`src/rtl/core/tshe_pkg.sv`:
```
// Shared types and constants for the track speed and heading estimator.
package tshe_pkg;

    localparam int unsigned CordicSteps = 16;
    localparam logic [14:0] FullTurnOut = 15'd23040;
    localparam logic [23:0] FullTurnFine = 24'd5898240;
    localparam logic [23:0] HalfTurnFine = 24'd2949120;
    localparam logic [19:0] SlowSpeed = 20'd256;
    localparam logic [9:0] MsPerS = 10'd1000;

    localparam logic [1:0] CFG_LOCK_SPEED = 2'd0;
    localparam logic [1:0] CFG_CONVERGE = 2'd1;
    localparam logic [1:0] CFG_MIN_BOX = 2'd2;
    localparam logic [1:0] CFG_INIT_HEADING = 2'd3;

    localparam logic OP_OPEN = 1'b0;
    localparam logic OP_EVAL = 1'b1;

    typedef enum logic [2:0] {
        ST_IDLE,
        ST_SQRT,
        ST_CORDIC,
        ST_MULT,
        ST_DIV,
        ST_DONE
    } state_t;

    typedef struct packed {
        logic start;
        logic busy;
        logic done;
    } unit_ctl_t;

    function automatic logic [23:0] atan_entry(input logic [3:0] idx);
        logic [23:0] r;
        begin
            unique case (idx)
                4'd0: r = 24'd737280;
                4'd1: r = 24'd435242;
                4'd2: r = 24'd229970;
                4'd3: r = 24'd116736;
                4'd4: r = 24'd58595;
                4'd5: r = 24'd29326;
                4'd6: r = 24'd14667;
                4'd7: r = 24'd7334;
                4'd8: r = 24'd3667;
                4'd9: r = 24'd1833;
                4'd10: r = 24'd917;
                4'd11: r = 24'd458;
                4'd12: r = 24'd229;
                4'd13: r = 24'd115;
                4'd14: r = 24'd57;
                default: r = 24'd29;
            endcase
            return r;
        end
    endfunction

    function automatic logic [14:0] wrap_heading(input logic [14:0] h);
        return (h >= FullTurnOut) ? h - FullTurnOut : h;
    endfunction

endpackage

```
`src/rtl/core/tshe_divider.sv`:
```
// Restoring divider, one quotient bit per cycle, for the acceleration.
module tshe_divider import tshe_pkg::*; (
    input  logic        aclk,
    input  logic        aresetn,
    input  logic        start,
    input  logic [29:0] dividend,
    input  logic [47:0] divisor,
    output logic        done,
    output logic [29:0] quotient
);
    logic [29:0] q_reg, q_next;
    logic [48:0] r_reg, r_next;
    logic [47:0] d_reg, d_next;
    logic [4:0]  cnt_reg, cnt_next;
    logic        busy_reg, busy_next;
    logic        done_reg, done_next;
    logic [48:0] sh, diff;

    always_comb begin
        sh = {r_reg[47:0], q_reg[29]};
        diff = sh - {1'b0, d_reg};
        q_next = q_reg;
        r_next = r_reg;
        d_next = d_reg;
        cnt_next = cnt_reg;
        busy_next = busy_reg;
        done_next = 1'b0;
        if (start) begin
            q_next = dividend;
            r_next = '0;
            d_next = divisor;
            cnt_next = '0;
            busy_next = 1'b1;
        end else if (busy_reg) begin
            if (!diff[48]) begin
                r_next = diff;
                q_next = {q_reg[28:0], 1'b1};
            end else begin
                r_next = sh;
                q_next = {q_reg[28:0], 1'b0};
            end
            cnt_next = cnt_reg + 5'd1;
            if (cnt_reg == 5'd29) begin
                busy_next = 1'b0;
                done_next = 1'b1;
            end
        end
    end

    always_ff @(posedge aclk) begin
        if (!aresetn) begin
            busy_reg <= 1'b0;
            cnt_reg <= '0;
            done_reg <= 1'b0;
        end else begin
            busy_reg <= busy_next;
            cnt_reg <= cnt_next;
            done_reg <= done_next;
        end
        q_reg <= q_next;
        r_reg <= r_next;
        d_reg <= d_next;
    end

    assign done = done_reg;
    assign quotient = q_reg;
endmodule

```
`config.mk`:
```
export PLATFORM = sky130hd
export DESIGN_NAME = tshe_divider
export DESIGN_NICKNAME = d
export VERILOG_FILES = /design/src/rtl/core/tshe_pkg.sv /design/src/rtl/core/tshe_divider.sv
export SDC_FILE = /design/constraint.sdc
export NUM_CORES = 1
export LEC_CHECK = 0
export ABC_AREA = 1
export BUFFER_PORTS_ARGS = -buffer_cell sky130_fd_sc_hd__buf_4
export CAP_MARGIN = 20
export CELL_PAD_IN_SITES_DETAIL_PLACEMENT = 0
export CELL_PAD_IN_SITES_GLOBAL_PLACEMENT = 2
export CORE_ASPECT_RATIO = 2
export CORE_MARGIN = 2
export CORE_UTILIZATION = 32
export CTS_CLUSTER_DIAMETER = 80
export DETAILED_ROUTE_END_ITERATION = 8
export PLACE_DENSITY = 0.79
export SYNTH_ARGS = -nofsm -noshare
export SYNTH_HDL_FRONTEND = slang
export SYNTH_SLANG_ARGS = --single-unit
```
`constraint.sdc`:
```
create_clock -name aclk -period 2.89 [get_ports aclk]
set_input_delay 0.4335 -clock aclk [delete_from_list [all_inputs] [get_ports aclk]]
set_output_delay 0.4335 -clock aclk [all_outputs]
set_load 0.05 [all_outputs]
```
==> summary.txt <==
Synth
  • Post-synthesis sequential area ratio: 0.3560
  • Synth warn: 0
  • Cell variety after synth: 34
  • Post-synth EDFFs: just under 80
  • Mapped Avg Cell Area: 6.272 um2
  • Primary FF master, synth: edfxtp_1
  • Async set-reset flop share out of synthesis: 0
  • FF+latch count, synth: between 100 and 150
  • Post-Syn Instances: ~1500
  • Syn nets: between 1500 and 2000
  • Syn Std Cell Area: 9672 um2

Timing
  • Final worst-path cycle share: 0.9301
  • Hold Fails Final Rpt: 0
  • RSZ-0062 raised after global routing: yes
  • Worst Tran Pin Value: slightly above 0.9 ns
  • Tmin final: approximately 2.7 ns
  • Final Skew: approximately 0.016 ns
  • Final WS setup: 0.2019 ns
  • Hold WS: between 0.15 and 0.2 ns
  • Count of final setup violators: 0
  • Fmax: 372.0 MHz
  • Final Slew Violations: 0
  • Slew margin rel.: 0.3872

Pwr
  • Internal: between 3 and 4 mW
  • Peak supply drop: between 400 and 500 uV
  • Switching Share: 0.2914
  • Sw Pwr: about 1.5 mW
  • Clock power share: 0.431
  • Sequential share of power: 0.419
  • Overall power: about 5.2 mW
  • Lkg Pwr: 6.435 nW
  • Pwr Density: ~450 nW/um2
  • Combinational share of power: 0.149

GRT
  • Initial antenna violation count: 0
  • Number of global-route vias before repair: 9165
  • Total GRT Usage: 0.1997
  • GR Overflow Total: 0
  • First-pass GRT wire length: 48470 um
  • Largest net degree at the start of global routing: just over 60

Worst setup path
  • RR Startpoint: d_reg[44]
  • Flop2flop setup slack: 0.20 ns
  • Worst r2r path cells: 14
  • Crit-path max FO: 25
  • Required time of the worst setup path: around 3.1 ns
  • Setup crit end kind: flip-flop
  • Critical path depth: 14
  • Critical path type: flip-flop to flip-flop
  • Worst Path Buf+Inv: 3
  • Reg2reg end: quotient[0]
  • Max incr delay on CP: approximately 0.38 ns
  • Critical path data arrival time: 2.86 ns
  • Slowest cell on crit path: ha_1
  • Worst Setup Start Kind: flip-flop
  • Kind of cell adding the most delay to the critical path: simple AND/OR/NAND/NOR gates
  • CP cell instances: inv_1, ha_1, nand2_1, nor2_1, inv_1, nor2_1, nand2_1, nor2_1, nand2_2, nand3_2, nand2_1, nand2_2, buf_12, o21ai_0

Place
  • Placer Congestion: 0.9326
  • PortBufs: between 100 and 150
  • Post-DP HPWL: approximately 25000 um
  • Pre-CTS setup slack: between 0.15 and 0.2 ns

CTS
  • Post-CTS sizing: 0
  • Htree depth: 4
  • Setup bufs post-CTS: 0
  • TritonCTS clock tree: built
  • Hold buffer count at cts: 0
  • Clk root buf: clkbuf_16
  • CTS Sinks: between 100 and 150
  • CTS Buf Count: 17
  • Worst-path clk slew: 0.07 ns
  • Clock Path Buffers: 2
  • Latest clock arrival within the worst-skew pair: ~0.45 ns

Cells and area
  • Layout cells sized above 1: 0.1035
  • Antenna cells: 0
  • Area grow syn2layout: 19.74%
  • Layout net count: 1791
  • Storage cell area: roughly 3400 um2
  • Fillers: ~3300
  • Area occupied by multi-input gates: slightly below 5000 um2

Hold path
  • Hold path depth: 1
  • Type of the worst min-delay path: input port to flip-flop
  • Hold endpoint: d_reg[32]
  • Hold_sp: divisor[32]

Drt
  • Vias post-DR: slightly above 9000
  • Final wirelength: about 31000 um
  • DRC Markers: 0
  • Drt pass-1 iters: 5
  • Routed WL per cell: about 15 um
  • Post-DRT Antenna Nets: 0
  • Via/cell ratio: 4.482
  • DRT iter0 DRCs: 435

Floorplanning
  • # IOs: 112
  • Die H: between 200 and 250 um
  • Num rows: 90
  • Core box area: approximately 30000 um2
  • Initial Utilization: 0.3229
  • Die footprint: approximately 32000 um2
  • Die W: roughly 130 um

Run status
  • Status: finished clean

Job
  • Max cap viols: 0
power by group through the flow:
| stage | registers [mW] | clock network (mW) | logic (mW) |
|---|---|---|---|
| 2_1_floorplan | 2.35 | 0 | 0.338 |
| 3_3_place_gp | 2.21 | 0 | 0.783 |
| 3_5_place_dp | 2.21 | 0 | 0.785 |
| 4_1_cts | 2.17 | 2.32 | 0.788 |
| 5_1_grt | 2.18 | 2.37 | 0.854 |
| 6_report | 2.17 | 2.24 | 0.774 |
through the flow:
step	TNS (ns)	area, um2	util	std cells
floorplan	0	9672	-	1542
global placement	0	10950	0.3656	2007
detailed placement	0	10950	0.3656	2007
CTS	0	11540	0.3854	2039
global route	-0.08728	11580	0.3866	2040
finish	0	11580	0.3866	2040
how the worst max path moves through the flow:
| stage | from | to | slack [ns] |
|---|---|---|---|
| after global routing | quotient[29] | r_reg[22] | -0.03 |
| after floorplan | quotient[29] | quotient[0] | 0.14 |
| final | d_reg[44] | quotient[0] | 0.20 |
| after global placement | d_reg[44] | quotient[0] | 0.19 |
| after CTS | d_reg[44] | quotient[0] | 0.18 |
| after detailed placement | d_reg[44] | quotient[0] | 0.18 |
worst register-to-register path: stages (launching register included):
cell and delay (ns):
edfxtp_1 0.33, inv_1 0.05, ha_1 0.38, nand2_1 0.12
nor2_1 0.22, inv_1 0.08, nor2_1 0.22, nand2_1 0.14
nor2_1 0.15, nand2_2 0.10, nand3_2 0.10, nand2_1 0.07
nand2_2 0.13, buf_12 0.23, o21ai_0 0.11
cell type report:
class,count,share of cell area
multi-input cells,1051,0.4198
well taps,368,0.03976
inverters,331,0.1073
repair buffers,125,0.08459
clock inverters,15,0.01448
clock buffers,17,0.03673
flip-flops and latches,133,0.2973
cells in the mapped netlist (7+ instances only):
cell	number	share of area
ha_1	50	0.065
o21ai_0	15	0.0078
nand3_1	88	0.046
nand2_2	7	0.0045
clkbuf_1	14	0.0054
nor2_1	104	0.040
nand2_1	675	0.26
xnor2_1	17	0.015
xor2_1	9	0.0082
edfxtp_1	78	0.24
dfxtp_1	55	0.11
nand4_1	13	0.0084
a21oi_1	42	0.022
nor3_1	7	0.0036
inv_1	329	0.13
routing by layer:
layer  share of wire  up-vias  wire (um)  global-route usage
li1                -     4874          -                   -
met1            0.43     4101      13320              0.2310
met2            0.52      126      16220              0.3641
met3           0.023       42        721             0.02637
met4           0.032        0        996             0.08352
met5               0        -          0                   0
layout by cell type (no fill, tap or decap), types with 2 or more instances in the layout:
cell	n
clkinv_4	3
nor3_1	7
ha_1	50
a21oi_1	42
nand2_2	7
nand4_1	13
bufinv_16	2
inv_2	2
xnor2_1	17
o21ai_0	13
dfxtp_1	55
o21bai_1	3
clkinvlp_4	2
edfxtp_1	78
nor2_1	102
nand2_1	675
nand3b_1	2
clkbuf_16	18
xor2_1	9
nor2_4	2
nand3_1	88
buf_4	121
o21ai_1	3
inv_6	7
and2_1	3
nor4_1	4
inv_1	329
nor2_2	3
kinds of logic (layout without fill, tap and decap cells):
group	count (synthesis)	after routing	share of synthesized area
simple gates	909	909	0.3755
buf+inv	358	488	0.1428
flops	133	133	0.3560
compound gates	65	65	0.03532
fa+ha+maj	51	51	0.06675
xor+xnor	26	26	0.02354
No activity file was read; power rests on OpenSTA's default activity.
