$ cat src/rtl/core/tshe_pkg.sv
// Shared types and constants for the track speed and heading estimator.
package tshe_pkg;

    localparam int unsigned CordicSteps = 16;
    localparam logic [14:0] FullTurnOut = 15'd23040;
    localparam logic [23:0] FullTurnFine = 24'd5898240;
    localparam logic [23:0] HalfTurnFine = 24'd2949120;
    localparam logic [19:0] SlowSpeed = 20'd256;
    localparam logic [9:0] MsPerS = 10'd1000;

    localparam logic [1:0] CFG_LOCK_SPEED = 2'd0;
    localparam logic [1:0] CFG_CONVERGE = 2'd1;
    localparam logic [1:0] CFG_MIN_BOX = 2'd2;
    localparam logic [1:0] CFG_INIT_HEADING = 2'd3;

    localparam logic OP_OPEN = 1'b0;
    localparam logic OP_EVAL = 1'b1;

    typedef enum logic [2:0] {
        ST_IDLE,
        ST_SQRT,
        ST_CORDIC,
        ST_MULT,
        ST_DIV,
        ST_DONE
    } state_t;

    typedef struct packed {
        logic start;
        logic busy;
        logic done;
    } unit_ctl_t;

    function automatic logic [23:0] atan_entry(input logic [3:0] idx);
        logic [23:0] r;
        begin
            unique case (idx)
                4'd0: r = 24'd737280;
                4'd1: r = 24'd435242;
                4'd2: r = 24'd229970;
                4'd3: r = 24'd116736;
                4'd4: r = 24'd58595;
                4'd5: r = 24'd29326;
                4'd6: r = 24'd14667;
                4'd7: r = 24'd7334;
                4'd8: r = 24'd3667;
                4'd9: r = 24'd1833;
                4'd10: r = 24'd917;
                4'd11: r = 24'd458;
                4'd12: r = 24'd229;
                4'd13: r = 24'd115;
                4'd14: r = 24'd57;
                default: r = 24'd29;
            endcase
            return r;
        end
    endfunction

    function automatic logic [14:0] wrap_heading(input logic [14:0] h);
        return (h >= FullTurnOut) ? h - FullTurnOut : h;
    endfunction

endpackage

$ cat src/rtl/core/tshe_isqrt.sv
// Bit-pair serial integer square root, two radicand bits per cycle.
module tshe_isqrt import tshe_pkg::*; (
    input  logic        aclk,
    input  logic        aresetn,
    input  logic        start,
    input  logic [39:0] radicand,
    output logic        done,
    output logic [19:0] root
);
    logic [39:0] rad_reg, rad_next;
    logic [21:0] rem_reg, rem_next;
    logic [19:0] root_reg, root_next;
    logic [4:0]  cnt_reg, cnt_next;
    logic        busy_reg, busy_next;
    logic        done_reg, done_next;
    logic [21:0] trial;

    always_comb begin
        trial = {rem_reg[19:0], rad_reg[39:38]} - {root_reg, 2'b01};
        rad_next = rad_reg;
        rem_next = rem_reg;
        root_next = root_reg;
        cnt_next = cnt_reg;
        busy_next = busy_reg;
        done_next = 1'b0;
        if (start) begin
            rad_next = radicand;
            rem_next = '0;
            root_next = '0;
            cnt_next = '0;
            busy_next = 1'b1;
        end else if (busy_reg) begin
            rad_next = {rad_reg[37:0], 2'b00};
            if (!trial[21]) begin
                rem_next = trial;
                root_next = {root_reg[18:0], 1'b1};
            end else begin
                rem_next = {rem_reg[19:0], rad_reg[39:38]};
                root_next = {root_reg[18:0], 1'b0};
            end
            cnt_next = cnt_reg + 5'd1;
            if (cnt_reg == 5'd19) begin
                busy_next = 1'b0;
            end
        end
        if (busy_reg && cnt_reg == 5'd19 && !start) begin
            done_next = 1'b1;
        end
    end

    always_ff @(posedge aclk) begin
        if (!aresetn) begin
            busy_reg <= 1'b0;
            cnt_reg <= '0;
            done_reg <= 1'b0;
        end else begin
            busy_reg <= busy_next;
            cnt_reg <= cnt_next;
            done_reg <= done_next;
        end
        rad_reg <= rad_next;
        rem_reg <= rem_next;
        root_reg <= root_next;
    end

    assign done = done_reg;
    assign root = root_reg;
endmodule

$ cat config.mk
export PLATFORM = sky130hd
export DESIGN_NAME = tshe_isqrt
export DESIGN_NICKNAME = d
export VERILOG_FILES = /design/src/rtl/core/tshe_pkg.sv /design/src/rtl/core/tshe_isqrt.sv
export SDC_FILE = /design/constraint.sdc
export NUM_CORES = 1
export LEC_CHECK = 0
export BUFFER_PORTS_ARGS = -buffer_cell sky130_fd_sc_hd__buf_2
export CAP_MARGIN = 25
export CELL_PAD_IN_SITES_DETAIL_PLACEMENT = 1
export CELL_PAD_IN_SITES_GLOBAL_PLACEMENT = 1
export CORE_UTILIZATION = 45
export CTS_CLUSTER_DIAMETER = 150
export DETAILED_ROUTE_END_ITERATION = 12
export PLACE_DENSITY = 0.86
export SYNTH_ARGS = -nofsm -noshare
export SYNTH_HDL_FRONTEND = slang
export SYNTH_SLANG_ARGS = --single-unit
$ cat constraint.sdc
create_clock -name aclk -period 2.84 [get_ports aclk]
set_input_delay 0.284 -clock aclk [delete_from_list [all_inputs] [get_ports aclk]]
set_output_delay 0.284 -clock aclk [all_outputs]
set_load 0.05 [all_outputs]
==> metrics.md, run 1 <==
| Metric | Value |
|---|---|
| Min-Delay Endpoint | busy_reg$_SDFF_PN0_ |
| HPWL Detailed | 9090 um |
| Nets | 600 |
| Sequential standard cell area | 2150 um^2 |
| Die X | 105 um |
| Top FF cell, synth | dfxtp_1 |
| Max IR drop VDD | 0.000337 V |
| Final wirelength | 13,200 um |
| Pwr dens | 987 nW/um^2 |
| Routed Antenna Nets | 0 |
| Area grow syn2layout | 17.4% |
| Leakage power | 0.00216 uW |
| Via count of the routed design | 3,922 |
| R2R depth | 11 |
| Yosys warning count | 0 |
| Post-synth EDFFs | 40 |
| CTS buffer count | 9 |
| CP bufs+invs | 3 |
| CP Class | register to register |
| Clock root cell | clkbuf_8 |
| Drt first pass iters | 4 |
| Antenna violations before repair | 1 |
| Wire per inst | 19.4 um |
| Number of top-level pins | 64 |
| Status | completed |
| CP delay by family, top | compound AO/OA/AOI/OAI gates |
| Die Y | 105 um |
| Std-Cell Rows | 37 |
| Req. time, crit path | 3.12 ns |
| Crit-path cells | inv_1 -> ha_1 -> o21a_1 -> o21a_1 -> a31oi_4 -> a31oi_4 -> a311oi_4 -> buf_4 -> buf_4 -> o21ai_0 -> a311oi_1 |
| Max reg flops | 40 |
| Worst-path clk slew | 0.09 ns |
| Setup_tns | 0 ns |
| Worst slew pin tran | 0.770 ns |
| Starting Density | 46.3% |
| Iteration-0 DRC Markers | 239 |
| #FFs+latches synth | 87 |
| Hold wc startpoint | aresetn |
| CTS max path bufs | 2 |
| CTS tree | done |
| Final Util | 54.4% |
| Syn_area_per_cell | 10.4 um^2 |
| Syn nets | 523 |
| H-Tree Depth | 3 |
| Worst Setup End Kind | register |
| Placed cell areas | 5300 um^2 |
| Post-Syn Area | 4760 um^2 |
| Async set or reset register ratio after synthesis | 0% |
| Max Transition Viols Final | 0 |
| Share of layout cells above drive strength 1 | 30.9% |
| Clock skew | 0.0148 ns |
| Most common cell after layout, fill and taps aside | buf_2 |
| Place WS | -0.116 ns |
| FMAX | 360 MHz |
| Vias per cell | 5.78 |
| Pin count of the biggest net entering global routing | 53 |
| Worst R2R End | rem_reg[18]$_SDFFE_PP0P_ |
| Period minus WS final | 2.78 ns |
| Top sig layer | met4 |
| Max FO, Critical Path | 7 |
| Gr ovfl total | 0 |
| GRT Total Usage | 24.1% |
| # Max-Cap Violations | 0 |
| R2r setup slk | 0.06 ns |
| Mapped Cells | 459 |
| Crit path DAT | 3.06 ns |
| Die area | 11,000 um^2 |
| Critical Path Source | root[3]$_SDFFE_PP0P_ |
| Drt drc | 0 |
| Core box area | 10,300 um^2 |
| Routed met3 length | 523 um |
| Met1 Routed Length | 5230 um |
| Final non-filler cell area | 5590 um^2 |
| Final Hold Vio Count | 0 |
| # fillers | 1,183 |
| First-pass GRT wire length | 20,600 um |
| Clk_lat worst skew | 0.37 ns |
| Worst slew margin | 48.3% |
| Multi-input gate area | 2480 um^2 |
| Final setup viols | 0 |
| Critical-path top delay cell | dfxtp_2 |
| Final period utilization | 97.8% |
| R2r startpoint | root[3]$_SDFFE_PP0P_ |
| Critical Path Start Type | register |
| Metal2 WL | 6910 um |
| GPL Wtd Cong | 0.848 |
| Total power | 5510 uW |
| Vias in the first global route | 4,097 |
| Hold WC Path Type | input pin to register |
| # clock sinks | 87 |
| Port bufs | 63 |
| Setup ws final | 0.0635 ns |
| Most frequent cells in the layout | buf_2, nor2_1, dfxtp_1 |
| Post-synthesis sequential area ratio | 45.0% |
| Hold depth | 2 |
| Synth cell types | 54 |
| Hold_buf cts | 0 |
| CP max stage delay | 0.36 ns |
report_power, final:
| part | internal, uW | total (uW) | switching [uW] |
|---|---|---|---|
| Combinational | 1280 | 3110 | 1830 |
| Clock | 317 | 786 | 469 |
| Sequential | 1490 | 1620 | 134 |
cell families after synthesis:
logic type                 share of synthesized area (%)
adders and majority gates                           5.52
AOI/OAI and AO/OA                                   16.1
buffers and inverters                               4.18
muxes                                               13.2
xor gates and xnor gates                            3.31
DFF                                                 45.0
and+or+nand+nor                                     12.6
synthesized netlist by cell type, types with 16 or more instances:
cell / n / share of area (%)
nor2_1: 52 / 4.1
dfxtp_1: 47 / 20
nand2_1: 20 / 1.6
inv_1: 25 / 2.0
nand3_1: 17 / 1.8
edfxtp_1: 40 / 25
o21ai_0: 20 / 2.1
mux2i_1: 20 / 4.2
ha_1: 21 / 5.5
mux2_2: 38 / 9.0
clkbuf_1: 17 / 1.3
a311oi_1: 16 / 2.9
area by class of cell:
cell class,count,area share [%]
Clock inverter,7,0.828
Multi-Input combinational cell,323,44.4
Inverter,25,1.68
Sequential cell,87,38.5
Tap cell,136,3.05
Timing Repair Buffer,90,9.27
Antenna cell,1,0.0448
Clock buffer,9,2.22
worst reg2reg max path, stage by stage, from the launching register on:
cell      delay, ns
dfxtp_2        0.36
inv_1          0.06
ha_1           0.35
o21a_1         0.20
o21a_1         0.21
a31oi_4        0.21
a31oi_4        0.19
a311oi_4       0.35
buf_4          0.18
buf_4          0.14
o21ai_0        0.14
a311oi_1       0.29
how the worst max path moves through the flow:
stage | end | cells past startpoint
2_1_floorplan | rem_reg[2]$_SDFFE_PP0P_ | 10
3_3_place_gp | rem_reg[14]$_SDFFE_PP0P_ | 10
3_5_place_dp | rem_reg[1]$_SDFFE_PP0P_ | 9
4_1_cts | rem_reg[2]$_SDFFE_PP0P_ | 9
5_1_grt | rem_reg[0]$_SDFFE_PP0P_ | 11
6_report | rem_reg[18]$_SDFFE_PP0P_ | 11
metrics by stage:
step	cells	hold slack (ns)
6_report	678	0.197
5_1_grt	678	0.187
4_1_cts	673	0.180
3_3_place_gp	655	0.481
2_1_floorplan	459	0.412
3_5_place_dp	655	0.499
routing by layer:
layer / vias up / track usage, %
met1: 1917 / 28.0
li1: 1860 / -
met5: - / 0
met4: 0 / 13.6
met3: 38 / 3.87
met2: 107 / 42.2
repair_timing:
action / 4_1_cts / 5_1_grt
endpoints found under the setup margin: 5 / 19
pin swaps: 1 / 7
gates resized for setup: 0 / 16
setup buffers: 2 / 4
No activity file was read; power rests on OpenSTA's default activity.
==> inputs of run 2 (changes only) <==
clock period = 3.05 ns   (was 2.84 ns; I/O delays follow)
==> run 2 against run 1 <==
Die area stayed put. Sequential power shrank 6%. Critical path depth did not move. Clock power rose by 2%. Final cell count down 1.2%. Fmax shrank 6.1%. Critical endpoint is now rem_reg[0]$_SDFFE_PP0P_. Largest cell class unchanged. Largest power group unchanged.
==> metrics.md, run 2 (same netlist as run 1, synthesis figures left out) <==
| Metric | Value |
|---|---|
| Status | completed |
| Crit path DAT | 3.22 ns |
| H-Tree Depth | 3 |
| Vias in the first global route | 4,135 |
| Die X | 105 um |
| Most used cell, CP | buf_4 |
| Req. time, crit path | 3.32 ns |
| # clock sinks | 87 |
| Worst slew pin tran | 0.733 ns |
| Antenna violations before repair | 0 |
| Clk_lat worst skew | 0.38 ns |
| CTS tree | done |
| Hold WC Path Type | input pin to register |
| Clock root cell | clkbuf_8 |
| GPL Wtd Cong | 0.856 |
| CTS max path bufs | 2 |
| Critical-path top delay cell | a311oi_4 |
| CP bufs+invs | 3 |
| Drt first pass iters | 5 |
| Most frequent cells in the layout | buf_2, nor2_1, dfxtp_1 |
| Critical Path Start Type | register |
| Die area | 11,000 um^2 |
| CP delay by family, top | compound AO/OA/AOI/OAI gates |
| Setup_tns | 0 ns |
| Worst-path clk slew | 0.10 ns |
| Via count of the routed design | 3,949 |
| GRT Total Usage | 23.9% |
| Crit-path cells | inv_1 -> ha_1 -> a211oi_2 -> o21ai_0 -> a211oi_1 -> o21bai_2 -> a311oi_4 -> buf_4 -> buf_4 -> nor4_1 -> a311o_1 |
| HPWL Detailed | 9000 um |
| Wire per inst | 19.9 um |
| Most common cell after layout, fill and taps aside | buf_2 |
| # Max-Cap Violations | 0 |
| Final Hold Vio Count | 0 |
| Total power | 5060 uW |
| Worst slew margin | 50.8% |
| Starting Density | 46.3% |
| Iteration-0 DRC Markers | 261 |
| Routed Antenna Nets | 0 |
| CP max stage delay | 0.49 ns |
| Pwr dens | 919 nW/um^2 |
| Die Y | 105 um |
| Pin count of the biggest net entering global routing | 41 |
| First-pass GRT wire length | 20,600 um |
| CTS buffer count | 9 |
| Clock skew | 0.0165 ns |
| Core box area | 10,300 um^2 |
| Area grow syn2layout | 15.7% |
| Share of layout cells above drive strength 1 | 28.1% |
| Final wirelength | 13,300 um |
| CP Class | register to register |
| Final period utilization | 96.9% |
| Std-Cell Rows | 37 |
| Vias per cell | 5.89 |
| N_diodes | 0 |
| Gr ovfl total | 0 |
| Worst Setup End Kind | register |
| Final setup viols | 0 |
| Max Transition Viols Final | 0 |
| Number of top-level pins | 64 |
| Period minus WS final | 2.96 ns |
| Nets | 593 |
| Leakage power | 0.00213 uW |
| FMAX | 338 MHz |
| Max FO, Critical Path | 8 |
| Max reg flops | 40 |
| # fillers | 1,188 |
| Drt drc | 0 |
| Max IR drop VDD | 0.000344 V |
| Port bufs | 63 |
[run 2: per-layer routing]
| metal | global-route usage [%] | part of all wire (%) | wire length (um) |
|---|---|---|---|
| met2 | 42.8 | 52 | 7000 |
| met4 | 13.5 | 3.3 | 436 |
| met1 | 26.5 | 39 | 5190 |
| met5 | 0 | 0 | 0 |
| met3 | 4.55 | 5.4 | 720 |
[run 2: through the flow]
stage	hold WS [ns]	util [%]	setup WS [ns]	area (um^2)	cells
global placement	0.481	50.9	0.313	5230	646
CTS	0.164	52.8	0.0538	5420	662
detailed placement	0.503	50.9	0.139	5230	646
global route	0.163	53.6	-0.0195	5510	670
floorplan	0.433	-	0.145	4760	459
finish	0.168	53.6	0.0932	5510	670
[run 2: final timing paths]
| kind | to | cells past startpoint | slack, ns | from |
|---|---|---|---|---|
| worst max-delay path | rem_reg[0]$_SDFFE_PP0P_ | 11 | 0.09 | root[12]$_SDFFE_PP0P_ |
| worst min-delay path | busy_reg$_SDFF_PN0_ | 2 | 0.17 | aresetn |
| worst max register to register | rem_reg[0]$_SDFFE_PP0P_ | 11 | 0.09 | root[12]$_SDFFE_PP0P_ |
| worst min register to register | rem_reg[8]$_SDFFE_PP0P_ | 2 | 0.52 | rem_reg[8]$_SDFFE_PP0P_ |
[run 2: final cells by class]
cell class	instances	area, um^2	area share, %
Multi-Input combinational cell	323	2440	44.4
Sequential cell	87	2140	38.9
Timing Repair Buffer	83	469	8.52
Tap cell	136	170	3.09
Clock buffer	9	124	2.25
Inverter	25	93.8	1.70
Clock inverter	7	61.3	1.11
[run 2: report_power, final]
group          internal, uW  total, uW  switching (uW)
clock network           313        800             486
logic                  1100       2740            1640
registers              1380       1520             132
[run 2: repair_timing]
action,CTS,global route
buffers inserted,0,8
pin swaps,0,4
hold buffers,0,0
gates resized for setup,1,6
endpoints found under the setup margin,1,17
gates cloned,0,0
[run 2: worst register-to-register path: cells and delay by family, from the launching register on]
kind | cells | cell delay [ns]
AOI/OAI and AO/OA | 6 | 1.65
adders and majority gates | 1 | 0.39
buffers and inverters | 3 | 0.36
DFF | 1 | 0.38
and+or+nand+nor | 1 | 0.06
==> inputs of run 3 (changes only) <==
CAP_MARGIN = not set   (was 25)
SETUP_SLACK_MARGIN = 0.5   (was not set)
TNS_END_PERCENT = 100   (was not set)
==> run 3 against run 2 <==
Largest power group unchanged. Wire length grew 26%. Highest routed layer unchanged. Worst setup slack improved by 0.26 ns. Register-to-register slack improved by 0.26 ns. Cell area is 11% higher. Fmax up 9.7%. Combinational power rose by 35%. Count of clock-buffer cells in the layout did not move. Clock skew is 0.013 ns higher. Die area unchanged. Critical path depth is the same.
==> metrics.md, run 3 (same netlist as run 1, synthesis figures left out) <==
| Metric | Value |
|---|---|
| Clock skew | 0.0292 ns |
| Vias in the first global route | 4,412 |
| Drt first pass iters | 6 |
| Max IR drop VDD | 0.000375 V |
| Antenna violations before repair | 0 |
| Hold wc startpoint | aresetn |
| Final non-filler cell area | 6120 um^2 |
| Std-Cell Rows | 37 |
| Hold WC Path Type | input pin to register |
| Setup_tns | 0 ns |
| Final Hold Vio Count | 0 |
| Nets | 616 |
| Drt drc | 0 |
| Wire per inst | 24.2 um |
| Critical Path Start Type | register |
| Pin count of the biggest net entering global routing | 41 |
| Via count of the routed design | 4,309 |
| Max FO, Critical Path | 6 |
| Number of top-level pins | 64 |
| Max reg flops | 40 |
| Clk_lat worst skew | 0.39 ns |
| Final hold slack | 0.182 ns |
| Final wirelength | 16,800 um |
| Leakage power | 0.00232 uW |
| Core box area | 10,300 um^2 |
| Sequential standard cell area | 2200 um^2 |
| Port bufs | 63 |
| Crit path DAT | 2.98 ns |
| Worst Setup End Kind | register |
| Vias per cell | 6.22 |
| Most frequent cells in the layout | buf_2, nor2_1, edfxtp_1 |
| Final period utilization | 88.4% |
| Iteration-0 DRC Markers | 217 |
| H-Tree Depth | 3 |
| Req. time, crit path | 3.34 ns |
| CP Class | register to register |
| Multi-input gate area | 2770 um^2 |
| RSZ-0062 raised after global routing | yes |
| R2r startpoint | rem_reg[2]$_SDFFE_PP0P_ |
| Max Transition Viols Final | 0 |
| Placed cell areas | 5300 um^2 |
| GPL Wtd Cong | 0.885 |
| FMAX | 371 MHz |
| # Max-Cap Violations | 0 |
| Die Y | 105 um |
| CTS tree | done |
| Share of layout cells above drive strength 1 | 43.1% |
| CTS max path bufs | 2 |
| Min-Delay Endpoint | busy_reg$_SDFF_PN0_ |
| Most common cell after layout, fill and taps aside | buf_2 |
| HPWL Detailed | 8720 um |
| Status | completed |
| R2r setup slk | 0.35 ns |
| Period minus WS final | 2.70 ns |
| Gr ovfl total | 0 |
| # fillers | 1,118 |
| Worst R2R End | rem_reg[8]$_SDFFE_PP0P_ |
| Hold depth | 2 |
| Die X | 105 um |
| Final setup viols | 0 |
| First-pass GRT wire length | 23,100 um |
| R2R depth | 11 |
| Worst slew margin | 44.8% |
| Starting Density | 46.3% |
| GRT Total Usage | 27.4% |
| Clock root cell | clkbuf_8 |
| CTS buffer count | 9 |
| Worst-path clk slew | 0.10 ns |
| # clock sinks | 87 |
| Hold_buf cts | 0 |
| Worst slew pin tran | 0.829 ns |
| Pwr dens | 1010 nW/um^2 |
| Area grow syn2layout | 28.6% |
| N_diodes | 0 |
| Routed Antenna Nets | 0 |
| Die area | 11,000 um^2 |
## run 3: worst max path at each step
| stage | startpoint | to | slack [ns] |
|---|---|---|---|
| 3_3_place_gp | root[2]$_SDFFE_PP0P_ | rem_reg[15]$_SDFFE_PP0P_ | 0.35 |
| 4_1_cts | root[2]$_SDFFE_PP0P_ | rem_reg[8]$_SDFFE_PP0P_ | 0.50 |
| 3_5_place_dp | root[2]$_SDFFE_PP0P_ | rem_reg[3]$_SDFFE_PP0P_ | 0.19 |
| 5_1_grt | root[16]$_SDFFE_PP0P_ | rem_reg[8]$_SDFFE_PP0P_ | 0.26 |
| 6_report | rem_reg[2]$_SDFFE_PP0P_ | rem_reg[8]$_SDFFE_PP0P_ | 0.35 |
| 2_1_floorplan | root[15]$_SDFFE_PP0P_ | rem_reg[0]$_SDFFE_PP0P_ | 0.50 |
## run 3: repair_timing
| item | 4_1_cts | 5_1_grt |
|---|---|---|
| endpoints found under the setup margin | 20 | 21 |
| cloned | 2 | 0 |
| setup buffers | 20 | 11 |
| pin swaps | 21 | 28 |
| gates resized for setup | 31 | 45 |
## run 3: layout make-up
| cell class | count | area share [%] |
|---|---|---|
| Multi-Input combinational cell | 323 | 45.2 |
| Sequential cell | 87 | 35.9 |
| Timing Repair Buffer | 106 | 11.2 |
| Tap cell | 136 | 2.78 |
| Clock buffer | 9 | 2.02 |
| Inverter | 25 | 1.53 |
| Clock inverter | 7 | 1.29 |
## run 3: critical path, cell delays in order, from the launching register on
cell and delay (ns):
dfxtp_2 0.37, ha_4 0.31, o211ai_1 0.15, o211ai_2 0.27, a31oi_4 0.15, a31oi_4 0.22, buf_12 0.15, a311o_1 0.29
buf_6 0.14, buf_8 0.14, nand3_1 0.11, a311oi_1 0.29
## run 3: routing by layer
layer	vias to the layer above	part of all wire [%]	GRT usage [%]
met1	2144	37	30.5
met3	69	6.1	5.99
met2	205	52	48.7
met4	0	4.7	14.4
met5	-	0	0
li1	1891	-	-
## run 3: where the power goes
| part | switching, uW | leakage [uW] | internal, uW |
|---|---|---|---|
| Sequential | 163 | 0.000801 | 1390 |
| Clock | 501 | 0.0000977 | 388 |
| Combinational | 2170 | 0.00142 | 1540 |
| Total | 2840 | 0.00232 | 3320 |
## run 3: per-stage QoR
step	instances	util [%]	setup WS (ns)	power [uW]
after floorplan	459	-	0.501	3300
after global placement	644	51.5	0.347	3840
after detailed placement	644	51.5	0.194	3970
after CTS	682	56.8	0.501	5330
after global routing	693	59.5	0.264	6350
final	693	59.5	0.354	6160
