<file path="src/rtl/core/tshe_pkg.sv">
// Shared types and constants for the track speed and heading estimator.
package tshe_pkg;

    localparam int unsigned CordicSteps = 16;
    localparam logic [14:0] FullTurnOut = 15'd23040;
    localparam logic [23:0] FullTurnFine = 24'd5898240;
    localparam logic [23:0] HalfTurnFine = 24'd2949120;
    localparam logic [19:0] SlowSpeed = 20'd256;
    localparam logic [9:0] MsPerS = 10'd1000;

    localparam logic [1:0] CFG_LOCK_SPEED = 2'd0;
    localparam logic [1:0] CFG_CONVERGE = 2'd1;
    localparam logic [1:0] CFG_MIN_BOX = 2'd2;
    localparam logic [1:0] CFG_INIT_HEADING = 2'd3;

    localparam logic OP_OPEN = 1'b0;
    localparam logic OP_EVAL = 1'b1;

    typedef enum logic [2:0] {
        ST_IDLE,
        ST_SQRT,
        ST_CORDIC,
        ST_MULT,
        ST_DIV,
        ST_DONE
    } state_t;

    typedef struct packed {
        logic start;
        logic busy;
        logic done;
    } unit_ctl_t;

    function automatic logic [23:0] atan_entry(input logic [3:0] idx);
        logic [23:0] r;
        begin
            unique case (idx)
                4'd0: r = 24'd737280;
                4'd1: r = 24'd435242;
                4'd2: r = 24'd229970;
                4'd3: r = 24'd116736;
                4'd4: r = 24'd58595;
                4'd5: r = 24'd29326;
                4'd6: r = 24'd14667;
                4'd7: r = 24'd7334;
                4'd8: r = 24'd3667;
                4'd9: r = 24'd1833;
                4'd10: r = 24'd917;
                4'd11: r = 24'd458;
                4'd12: r = 24'd229;
                4'd13: r = 24'd115;
                4'd14: r = 24'd57;
                default: r = 24'd29;
            endcase
            return r;
        end
    endfunction

    function automatic logic [14:0] wrap_heading(input logic [14:0] h);
        return (h >= FullTurnOut) ? h - FullTurnOut : h;
    endfunction

endpackage

</file>
<file path="src/rtl/core/tshe_cordic.sv">
// Iterative vectoring CORDIC giving the north-referenced heading.
module tshe_cordic import tshe_pkg::*; (
    input  logic               aclk,
    input  logic               aresetn,
    input  logic               start,
    input  logic signed [19:0] vel_x,
    input  logic signed [19:0] vel_y,
    output logic               done,
    output logic [14:0]        heading
);
    logic signed [31:0] a_reg, a_next, b_reg, b_next;
    logic signed [25:0] z_reg, z_next;
    logic [3:0]  i_reg, i_next;
    logic        busy_reg, busy_next;
    logic        zero_reg, zero_next;
    logic        done_reg, done_next;
    logic signed [31:0] a_sh, b_sh;
    logic signed [25:0] zw, zr;
    logic [25:0] zr_u;
    logic [17:0] rnd;

    always_comb begin
        a_sh = a_reg >>> i_reg;
        b_sh = b_reg >>> i_reg;
        a_next = a_reg;
        b_next = b_reg;
        z_next = z_reg;
        i_next = i_reg;
        busy_next = busy_reg;
        zero_next = zero_reg;
        done_next = 1'b0;
        if (start) begin
            zero_next = (vel_x == '0) && (vel_y == '0);
            if (vel_y < 0) begin
                a_next = -({{4{vel_y[19]}}, vel_y, 8'd0});
                b_next = -({{4{vel_x[19]}}, vel_x, 8'd0});
                z_next = 26'(HalfTurnFine);
            end else begin
                a_next = {{4{vel_y[19]}}, vel_y, 8'd0};
                b_next = {{4{vel_x[19]}}, vel_x, 8'd0};
                z_next = '0;
            end
            i_next = '0;
            busy_next = 1'b1;
        end else if (busy_reg) begin
            if (b_reg > 0) begin
                a_next = a_reg + b_sh;
                b_next = b_reg - a_sh;
                z_next = z_reg + $signed({2'b00, atan_entry(i_reg)});
            end else begin
                a_next = a_reg - b_sh;
                b_next = b_reg + a_sh;
                z_next = z_reg - $signed({2'b00, atan_entry(i_reg)});
            end
            i_next = i_reg + 4'd1;
            if (i_reg == 4'(CordicSteps - 1)) begin
                busy_next = 1'b0;
                done_next = 1'b1;
            end
        end
    end

    always_comb begin
        zw = z_reg;
        if (zw < 0) begin
            zw = zw + $signed({2'b00, FullTurnFine});
        end else if (zw >= $signed({2'b00, FullTurnFine})) begin
            zw = zw - $signed({2'b00, FullTurnFine});
        end
        zr = zw + 26'sd128;
        zr_u = zr;
        rnd = zr_u[25:8];
        if (zero_reg) begin
            heading = '0;
        end else if (rnd >= {3'd0, FullTurnOut}) begin
            heading = 15'(rnd - {3'd0, FullTurnOut});
        end else begin
            heading = rnd[14:0];
        end
    end

    always_ff @(posedge aclk) begin
        if (!aresetn) begin
            busy_reg <= 1'b0;
            i_reg <= '0;
            done_reg <= 1'b0;
        end else begin
            busy_reg <= busy_next;
            i_reg <= i_next;
            done_reg <= done_next;
        end
        a_reg <= a_next;
        b_reg <= b_next;
        z_reg <= z_next;
        zero_reg <= zero_next;
    end

    assign done = done_reg;
endmodule

</file>
<file path="config.mk">
export PLATFORM = sky130hd
export DESIGN_NAME = tshe_cordic
export DESIGN_NICKNAME = d
export VERILOG_FILES = /design/src/rtl/core/tshe_pkg.sv /design/src/rtl/core/tshe_cordic.sv
export SDC_FILE = /design/constraint.sdc
export NUM_CORES = 1
export LEC_CHECK = 0
export CORE_ASPECT_RATIO = 2
export CORE_MARGIN = 2
export CORE_UTILIZATION = 50
export CTS_CLUSTER_SIZE = 25
export DETAILED_ROUTE_END_ITERATION = 7
export DONT_BUFFER_PORTS = 1
export GPL_ROUTABILITY_DRIVEN = 0
export PLACE_DENSITY = 0.71
export RECOVER_POWER = 100
export SETUP_SLACK_MARGIN = 0.2
export SYNTH_ARGS = -nofsm -noshare
export SYNTH_HDL_FRONTEND = slang
export SYNTH_SLANG_ARGS = --single-unit
export TNS_END_PERCENT = 1
</file>
<file path="constraint.sdc">
create_clock -name aclk -period 8.5 [get_ports aclk]
set_input_delay 2.55 -clock aclk [delete_from_list [all_inputs] [get_ports aclk]]
set_output_delay 2.55 -clock aclk [all_outputs]
set_load 0.03 [all_outputs]
</file>
==> impl_metrics.csv, run 1 <==
group,metric,value,unit
detailed_routing,post_drt_wl_per_cell,21.6,um
clock_network,cts_resized,0,
grt,grt_pass1_vias,14198,
floorplanning,dieArea,33000,um2
clock_network,cts_sinks,117,
detailed_routing,drt-total-wl,48.3,mm
synth,synth-seq-cells,117,
synth,ys_warn_count,0,
worst_setup_path,startpoint_type,"register",
synth,synthFlopType,"edfxtp_1",
detailed_routing,drc,0,
detailed_routing,ant_nets,0,
synth,syn_avg_cell_area,8.42,um2
floorplanning,die_w,129,um
synth,seq_area_frac_synth,20.7,%
worst_setup_path,cp.required,8.71,ns
sta,finalSetupTns,0,ns
hold_path,hold_path_class,"reg2reg",
detailed_routing,vias_per_cell,6.50,
synth,netlist_instances,1868,
sta,max_slew_margin,-125,%
sta,rsz0062_at_grt,"no",
floorplanning,io_pins,59,
clock_network,hold_buffers,0,
worst_setup_path,path_max_fanout,30,
floorplanning,rows,91,
grt,grt_pass1_wl,74.9,mm
outcome,violations,"max-capacitance violations, max-slew violations",
clock_network,clk_path_buf_depth,2,
grt,antenna_found_initial,0,
clock_network,cts_buffers,17,
detailed_routing,vias,14526,
detailed_routing,drt_pre_antenna_iters,5,
floorplanning,core,31000,um2
sta,finalHoldViolations,0,
clock_network,cts_tree,"done",
outcome,outcome,"finished, violations left",
sta,finalClockSkew,0.0110,ns
clock_network,post_cts_buffers,0,
grt,grtUsageTotal,29.5,%
sta,tightestPinTransition,3.38,ns
detailed_routing,drtIter0Drc,1049,
worst_setup_path,path_class,"reg2reg",
finish,area_delta_synth_final,4.82,%
synth,synth_cell_types,94,
sta,setup_violations,0,
worst_setup_path,arrival,7.58,ns
floorplanning,initial_core_util,50.8,%
clock_network,insertion_delay,0.45,ns
clock_network,htreeDepth,4,
finish,nNetsFinal,1955,
grt,grt_start_max_net_pins,127,
sta,timing.fmax,136,MHz
clock_network,cts.clk_slew.worst_paths,0.06,ns
run,maxCapViolCount,4,
synth,synth_edf_count,91,
synth,synth_area,15700,um2
finish,fill_cells,2980,
sta,finalCriticalPeriod,7.37,ns
synth,synth-async-reset-ratio,0,%
placed_design,dpl.hpwl,37.1,mm
finish,diodes,0,
grt,grt-ovfl-total,0,
finish,final_layout_size_suffix_gt1_share,8.86,%
placed_design,portBuffers,0,
sta,drv_slew,163,
synth,synthesis.nets,2018,
clock_network,root_buffer,"clkbuf_16",
worst_setup_path,end_kind,"register",
sta,post-route-period-util,86.7,%
floorplanning,die_h,255,um
==> worst paths after layout <==
kind / end / depth (start not counted) / slack, ns / start
max: z_reg[24] / 17 / 1.13 / b_reg[1]
max reg2reg: z_reg[24] / 17 / 1.13 / b_reg[1]
min: busy_reg / 2 / 0.62 / busy_reg
min reg2reg: busy_reg / 2 / 0.62 / busy_reg
==> synthesized netlist by cell type, drive strengths merged (8+ instances only) <==
cell type	number	share of area, %
nand4	12	0.48
nor3	45	1.4
mux2i	43	2.7
a21o	56	2.7
xor2	71	4.0
nor2	176	4.2
a211oi	20	0.95
o21bai	17	0.81
o21ai	133	4.2
or4	8	0.38
a31oi	16	0.64
o21a	13	0.62
or3	21	0.83
nand2	180	4.3
buf	41	1.5
edfxtp	91	17
and2	14	0.56
clkbuf	55	1.3
a21oi	147	4.7
o31ai	22	1.1
mux2	33	2.4
inv	49	1.2
xnor2	131	7.3
nor2b	25	0.99
or2	11	0.44
mux4	61	8.9
nand2b	26	1.0
ha	104	8.3
nand3	25	0.80
and3	20	0.80
o41ai	14	0.78
nor4	22	1.0
dfxtp	26	3.3
o211ai	17	0.81
==> cell type report <==
type	instances	area (um2)	share of cell area [%]
flip-flops and latches	117	3260	19.8
repair buffers	14	86.3	0.523
well taps	418	523	3.17
clock inverters	13	118	0.713
inverters	50	188	1.14
clock buffers	19	464	2.81
multi-input cells	1605	11900	71.9
==> through the flow <==
step | hold WS [ns] | std cells | util, % | instance area (um2) | worst slack (ns)
3_5_place_dp | 0.623 | 2204 | 51.5 | 15900 | 2.04
3_3_place_gp | 0.610 | 2204 | 51.5 | 15900 | 2.14
4_1_cts | 0.630 | 2236 | 53.4 | 16500 | 1.58
6_report | 0.623 | 2236 | 53.3 | 16500 | 1.13
5_1_grt | 0.677 | 2236 | 53.3 | 16500 | 0.641
2_1_floorplan | 0.527 | 1868 | - | 15700 | 2.38
==> per-layer routing <==
layer	part of all wire (%)	GRT usage [%]	vias to the layer above
li1	-	-	6872
met1	33	27.5	6944
met2	52	53.0	506
met3	4.3	4.77	204
met4	11	28.2	0
met5	0	0	-
==> cells in the final DEF (no fill, tap or decap), types with 21 or more instances in the layout <==
cell / instances
nand2_1: 178
nor2_1: 175
a21oi_1: 147
o21ai_0: 133
xnor2_1: 131
ha_1: 104
edfxtp_1: 91
xor2_1: 71
a21o_1: 56
mux4_2: 55
inv_1: 49
nor3_1: 45
mux2i_1: 43
mux2_2: 29
nand2b_1: 26
nor2b_1: 25
nand3_1: 25
dfxtp_1: 23
or3_1: 21
o31ai_1: 21
==> worst max-delay path, stage by stage (launching register included) <==
cell       delay [ns]
edfxtp_1         0.52
nor4_1           0.46
nand4_1          0.44
nor2_1           0.27
or2_0            0.96
clkbuf_1         1.19
mux2i_1          0.37
fa_1             0.53
a21oi_1          0.20
o21bai_1         0.14
a2111oi_0        0.58
clkbuf_1         0.21
or3_1            0.16
a31oi_1          0.21
a221oi_1         0.49
a21oi_1          0.16
xnor2_1          0.16
nor2_1           0.05
==> kinds of logic after synthesis <==
logic type	share of synthesized area [%]
flops	20.7
fa+ha+maj	8.65
compound gates	22.1
simple gates	19.4
xor+xnor	11.2
mux	14.0
buf+inv	3.98
Power of run 1 is left out: the tool's default activity adds up to more than one toggle a clock period on the data nets, which glitch-free logic cannot reach.
==> run 2, diff against run 1 <==
ABC_AREA = 1   (was unset)
SETUP_SLACK_MARGIN = unset   (was 0.2)
==> impl_metrics.csv, run 2 <==
group,metric,value,unit
synth,seq_area_frac_synth,20.5,%
finish,most-common-layout-cells,"727 x nand2_1, 251 x nor2_1, 245 x nand3_1",
placed_design,dpl.hpwl,41.9,mm
worst_setup_path,path_class,"in2reg",
synth,netlist_instances,2581,
synth,ys_warn_count,0,
worst_setup_path,cp_num_buf_inv,1,
clock_network,hold_buffers,0,
run,maxCapViolCount,4,
detailed_routing,vias,17830,
clock_network,htreeDepth,4,
worst_setup_path,critical-path-max-stage-delay,3.37,ns
grt,grt_start_max_net_pins,78,
synth,synth_area_leaders,"edfxtp_1 17%, nand2_1 17%, ha_1 8.2%",
clock_network,cts_buffers,17,
finish,nNetsFinal,2676,
outcome,outcome,"finished, violations left",
finish,post-route-util,52.8,%
floorplanning,die_w,130,um
hold_path,min_path_cells,2,
finish,area_delta_synth_final,4.33,%
grt,grt_pass1_wl,85.2,mm
clock_network,cts_tree,"done",
hold_path,min_from,"busy_reg",
floorplanning,initial_core_util,50.6,%
sta,finalCriticalPeriod,7.07,ns
finish,final_layout_size_suffix_gt1_share,4.29,%
clock_network,root_buffer,"clkbuf_16",
sta,finalSetupTns,0,ns
sta,post-route-period-util,83.1,%
detailed_routing,drt_pre_antenna_iters,6,
worst_setup_path,crit_chain,"or2_0, clkbuf_1",
detailed_routing,ant_nets,0,
worst_setup_path,end_kind,"register",
worst_setup_path,startpoint_type,"input port",
sta,rsz0062_at_grt,"no",
floorplanning,io_pins,59,
floorplanning,dieArea,33300,um2
detailed_routing,vias_per_cell,6.02,
synth,synthesis.nets,2731,
detailed_routing,drc,0,
synth,synth-async-reset-ratio,0,%
synth,synth_area,15900,um2
synth,syn_avg_cell_area,6.16,um2
worst_setup_path,worstReg2RegStart,"i_reg[0]",
worst_setup_path,arrival,7.00,ns
worst_setup_path,cpLargestDelayFamily,"buffers and inverters",
floorplanning,core,31400,um2
sta,timing.fmax,142,MHz
worst_setup_path,rrSetupSlack,1.50,ns
detailed_routing,drt-total-wl,54.7,mm
synth,synth_cell_types,61,
sta,tightestPinTransition,4.85,ns
finish,fill_cells,3251,
synth,post-synth-top-count-cell,"nand2_1",
synth,synthTopCellsByCount,"724 x nand2_1, 248 x nor2_1, 242 x nand3_1",
finish,diodes,0,
synth,synthFlopType,"edfxtp_1",
clock_network,insertion_delay,0.46,ns
sta,whs,0.628,ns
detailed_routing,drtIter0Drc,1387,
worst_setup_path,reg2reg_depth,26,
placed_design,portBuffers,0,
worst_setup_path,r2r-end,"a_reg[21]",
hold_path,holdPathEnd,"done",
finish,mostFrequentLayoutCell,"nand2_1",
floorplanning,die_h,256,um
worst_setup_path,path_max_fanout,77,
grt,grt-ovfl-total,0,
grt,grt_pass1_vias,17101,
worst_setup_path,crit_cells,2,
clock_network,cts_sinks,117,
synth,yosysTopAreaCell,"edfxtp_1",
detailed_routing,post_drt_wl_per_cell,18.5,um
sta,max_slew_margin,-223,%
clock_network,cts.clk_slew.worst_paths,0.06,ns
worst_setup_path,cp.required,8.43,ns
sta,finalHoldViolations,0,
clock_network,post_cts_buffers,0,
synth,synth-seq-cells,117,
floorplanning,rows,92,
synth,synth_edf_count,91,
worst_setup_path,worst_path_max_delay_cell,"clkbuf_1",
grt,grtUsageTotal,32.8,%
sta,finalClockSkew,0.0160,ns
sta,drv_slew,237,
clock_network,cts_resized,0,
hold_path,hold_path_class,"reg2reg",
sta,setup_violations,0,
synth,yosysTopAreaCellShare,17.2,%
clock_network,clk_path_buf_depth,2,
outcome,violations,"max-capacitance violations, max-slew violations",
grt,antenna_found_initial,0,
## run 2: changes by cell type after synthesis, sizes merged, moves of 24 or more
cell and delta:
nand2b -26, inv +186, nand3 +222, mux2i -24, nand2 +554, nor2b -25
mux4 -61, a21o -48, a21oi +60, nor2 +91, o21ai +106, xnor2 -98
mux2 -33
## run 2: worst max path at each step
stage,startpoint,endpoint,slack (ns)
after CTS,z_reg[25],heading[10],2.31
after global placement,i_reg[0],a_reg[21],2.65
final,start,z_reg[25],1.43
after global routing,i_reg[0],a_reg[21],1.01
after floorplan,z_reg[7],heading[10],3.47
after detailed placement,i_reg[0],a_reg[21],2.51
## run 2: metal layers
metal / up-vias / GRT usage, % / routed length [um]
met3: 306 / 6.36 / 3110
met5: - / 0 / 0
met4: 0 / 27.4 / 5380
met2: 806 / 59.0 / 27800
met1: 8091 / 31.0 / 18400
li1: 8627 / - / -
## run 2: area by class of cell
type	count	area, um2	area share, %
tap	423	529	3.19
timing repair buffer	10	63.8	0.385
clock inverter	13	108	0.649
sequential	117	3260	19.6
inverter	238	893	5.38
clock buffer	19	453	2.73
multi-input combinational	2142	11300	68.0
## run 2: cell families (layout without fill, tap and decap cells)
family,after synthesis,count (layout),share of synthesized area [%]
AO/OA/AOI/OAI,545,545,19.0
XOR/XNOR,90,90,5.05
adder cells (fa/ha/maj),107,107,8.56
buffers and inverters,322,280,8.24
flip-flops,117,117,20.5
multiplexers,19,19,1.50
AND/OR/NAND/NOR,1381,1381,37.2
## run 2: stage by stage
step / area, um2 / setup slack (ns) / std cells
final: 16600 / 1.43 / 2962
after global routing: 16600 / 1.01 / 2962
after CTS: 16700 / 2.31 / 2962
after detailed placement: 16100 / 2.51 / 2930
after global placement: 16100 / 2.65 / 2930
after floorplan: 15900 / 3.47 / 2581
Power of run 2 is left out for the same reason.
==> run 3, diff against run 2 <==
ABC_AREA = 0   (was 1)
PLACE_DENSITY = 0.74   (was 0.71)
clock period = 6.05 ns   (was 8.5 ns; I/O delays follow)
==> impl_metrics.csv, run 3 (synthesis results as in run 1) <==
group,metric,value,unit
outcome,outcome,"finished, violations left",
outcome,violations,"max-capacitance violations, max-slew violations",
floorplanning,dieArea,33000,um2
worst_setup_path,startpoint,"i_reg[0]",
sta,worst_slack,0.246,ns
floorplanning,die_w,129,um
worst_setup_path,reg2reg_depth,17,
placed_design,portBuffers,0,
sta,finalClockSkew,0.00983,ns
sta,max_slew_margin,-119,%
worst_setup_path,path_max_fanout,34,
grt,grt_start_max_net_pins,127,
clock_network,cts.clk_slew.worst_paths,0.06,ns
sta,drv_slew,45,
sta,finalCriticalPeriod,5.80,ns
clock_network,insertion_delay,0.46,ns
detailed_routing,post_drt_wl_per_cell,22.9,um
sta,tightestPinTransition,3.28,ns
floorplanning,io_pins,59,
clock_network,hold_buffers,0,
detailed_routing,vias,15114,
grt,grtUsageTotal,31.6,%
detailed_routing,drc,0,
clock_network,cts_buffers,17,
sta,timing.fmax,172,MHz
grt,antenna_found_initial,3,
worst_setup_path,end_kind,"register",
worst_setup_path,path_class,"reg2reg",
floorplanning,rows,91,
worst_setup_path,cp.required,6.38,ns
run,maxCapViolCount,1,
grt,grt-ovfl-total,0,
floorplanning,initial_core_util,50.8,%
worst_setup_path,worstSetupEndpoint,"b_reg[31]",
detailed_routing,vias_per_cell,6.66,
sta,post-route-period-util,95.9,%
grt,grt_pass1_vias,15116,
placed_design,post-place-ws,0.293,ns
sta,setup_violations,0,
finish,final_layout_size_suffix_gt1_share,11.1,%
finish,multi_input_area,11900,um2
detailed_routing,drtIter0Drc,1148,
worst_setup_path,startpoint_type,"register",
sta,finalSetupTns,0,ns
clock_network,htreeDepth,4,
finish,mostFrequentLayoutCell,"nand2_1",
finish,fill_cells,2924,
worst_setup_path,worstReg2RegStart,"i_reg[0]",
detailed_routing,drt_pre_antenna_iters,8,
clock_network,clk_path_buf_depth,2,
floorplanning,die_h,255,um
finish,area_delta_synth_final,7.25,%
worst_setup_path,crit_chain,"buf_4, mux2_2, nor4_2, a221oi_1, o32ai_1, and4_1, or3b_1, o41ai_1, xnor2_1, ha_1, a21o_1, a21oi_1, o21ai_0, a22o_1, a311oi_2, or4b_1, nand3_1",
hold_path,hold_path_class,"reg2reg",
worst_setup_path,critical-path-max-stage-delay,0.63,ns
clock_network,cts_tree,"done",
sta,finalHoldViolations,0,
detailed_routing,ant_nets,0,
finish,diodes,0,
worst_setup_path,arrival,6.13,ns
grt,grt_pass1_wl,79.5,mm
detailed_routing,drt-total-wl,51.9,mm
finish,post-route-util,54.5,%
clock_network,root_buffer,"clkbuf_16",
finish,regArea,3270,um2
floorplanning,core,31000,um2
worst_setup_path,r2r-end,"b_reg[31]",
clock_network,cts_sinks,117,
worst_setup_path,worst_path_max_delay_cell,"nor4_2",
sta,whs,0.628,ns
placed_design,dpl.hpwl,38.9,mm
finish,nNetsFinal,1988,
worst_setup_path,rrSetupSlack,0.25,ns
finish,most-common-layout-cells,"179 x nand2_1, 175 x nor2_1, 147 x a21oi_1",
## run 3: changes by cell type in the layout (fill, tap and decap cells not counted), sizes merged, moves of 61 or more
| cell | previous run | this run |
|---|---|---|
| mux4 | 0 | 61 |
| inv | 248 | 55 |
| o21ai | 239 | 133 |
| nand3 | 247 | 25 |
| nand2 | 734 | 180 |
| nor2 | 267 | 176 |
| xnor2 | 33 | 131 |
## run 3: routing by layer
metal	global-route usage, %	vias up	wire, um
li1	-	6945	-
met4	32.1	2	6040
met5	0	-	14
met2	55.6	717	26100
met1	28.0	7133	16000
met3	7.67	317	3790
## run 3: worst min-delay path by stage
stage	from	to	slack (ns)	depth (start not counted)
after floorplan	busy_reg	done	0.53	2
after global placement	busy_reg	busy_reg	0.60	2
after detailed placement	busy_reg	done	0.63	2
after CTS	busy_reg	done	0.62	2
after global routing	busy_reg	done	0.65	2
final	busy_reg	done	0.63	2
## run 3: area by class of cell
type	instances	share of cell area, %
Inverter	50	1.11
Timing Repair Buffer	47	2.15
Clock inverter	8	0.371
Tap cell	418	3.10
Sequential cell	117	19.3
Clock buffer	24	3.49
Multi-Input combinational cell	1605	70.4
## run 3: critical path, delay by kind of cell (launching register included)
kind	cells	cell delay, ns
buffers and inverters	1	0.41
DFF	1	0.47
AOI/OAI and AO/OA	8	1.85
and+or+nand+nor	5	2.02
muxes	1	0.42
xor gates and xnor gates	1	0.11
adders and majority gates	1	0.36
## run 3: per-stage QoR
stage | cell area (um2) | instances
detailed placement | 16200 | 2232
global route | 16900 | 2269
floorplan | 15700 | 1868
global placement | 16200 | 2232
CTS | 16800 | 2264
finish | 16900 | 2269
## run 3: repair_timing
action | in CTS | in global routing
endpoints found under the hold margin | 0 | 0
endpoints found under the setup margin | 0 | 13
gates resized for setup | 0 | 8
setup buffers | 0 | 5
Power of run 3 is left out for the same reason.
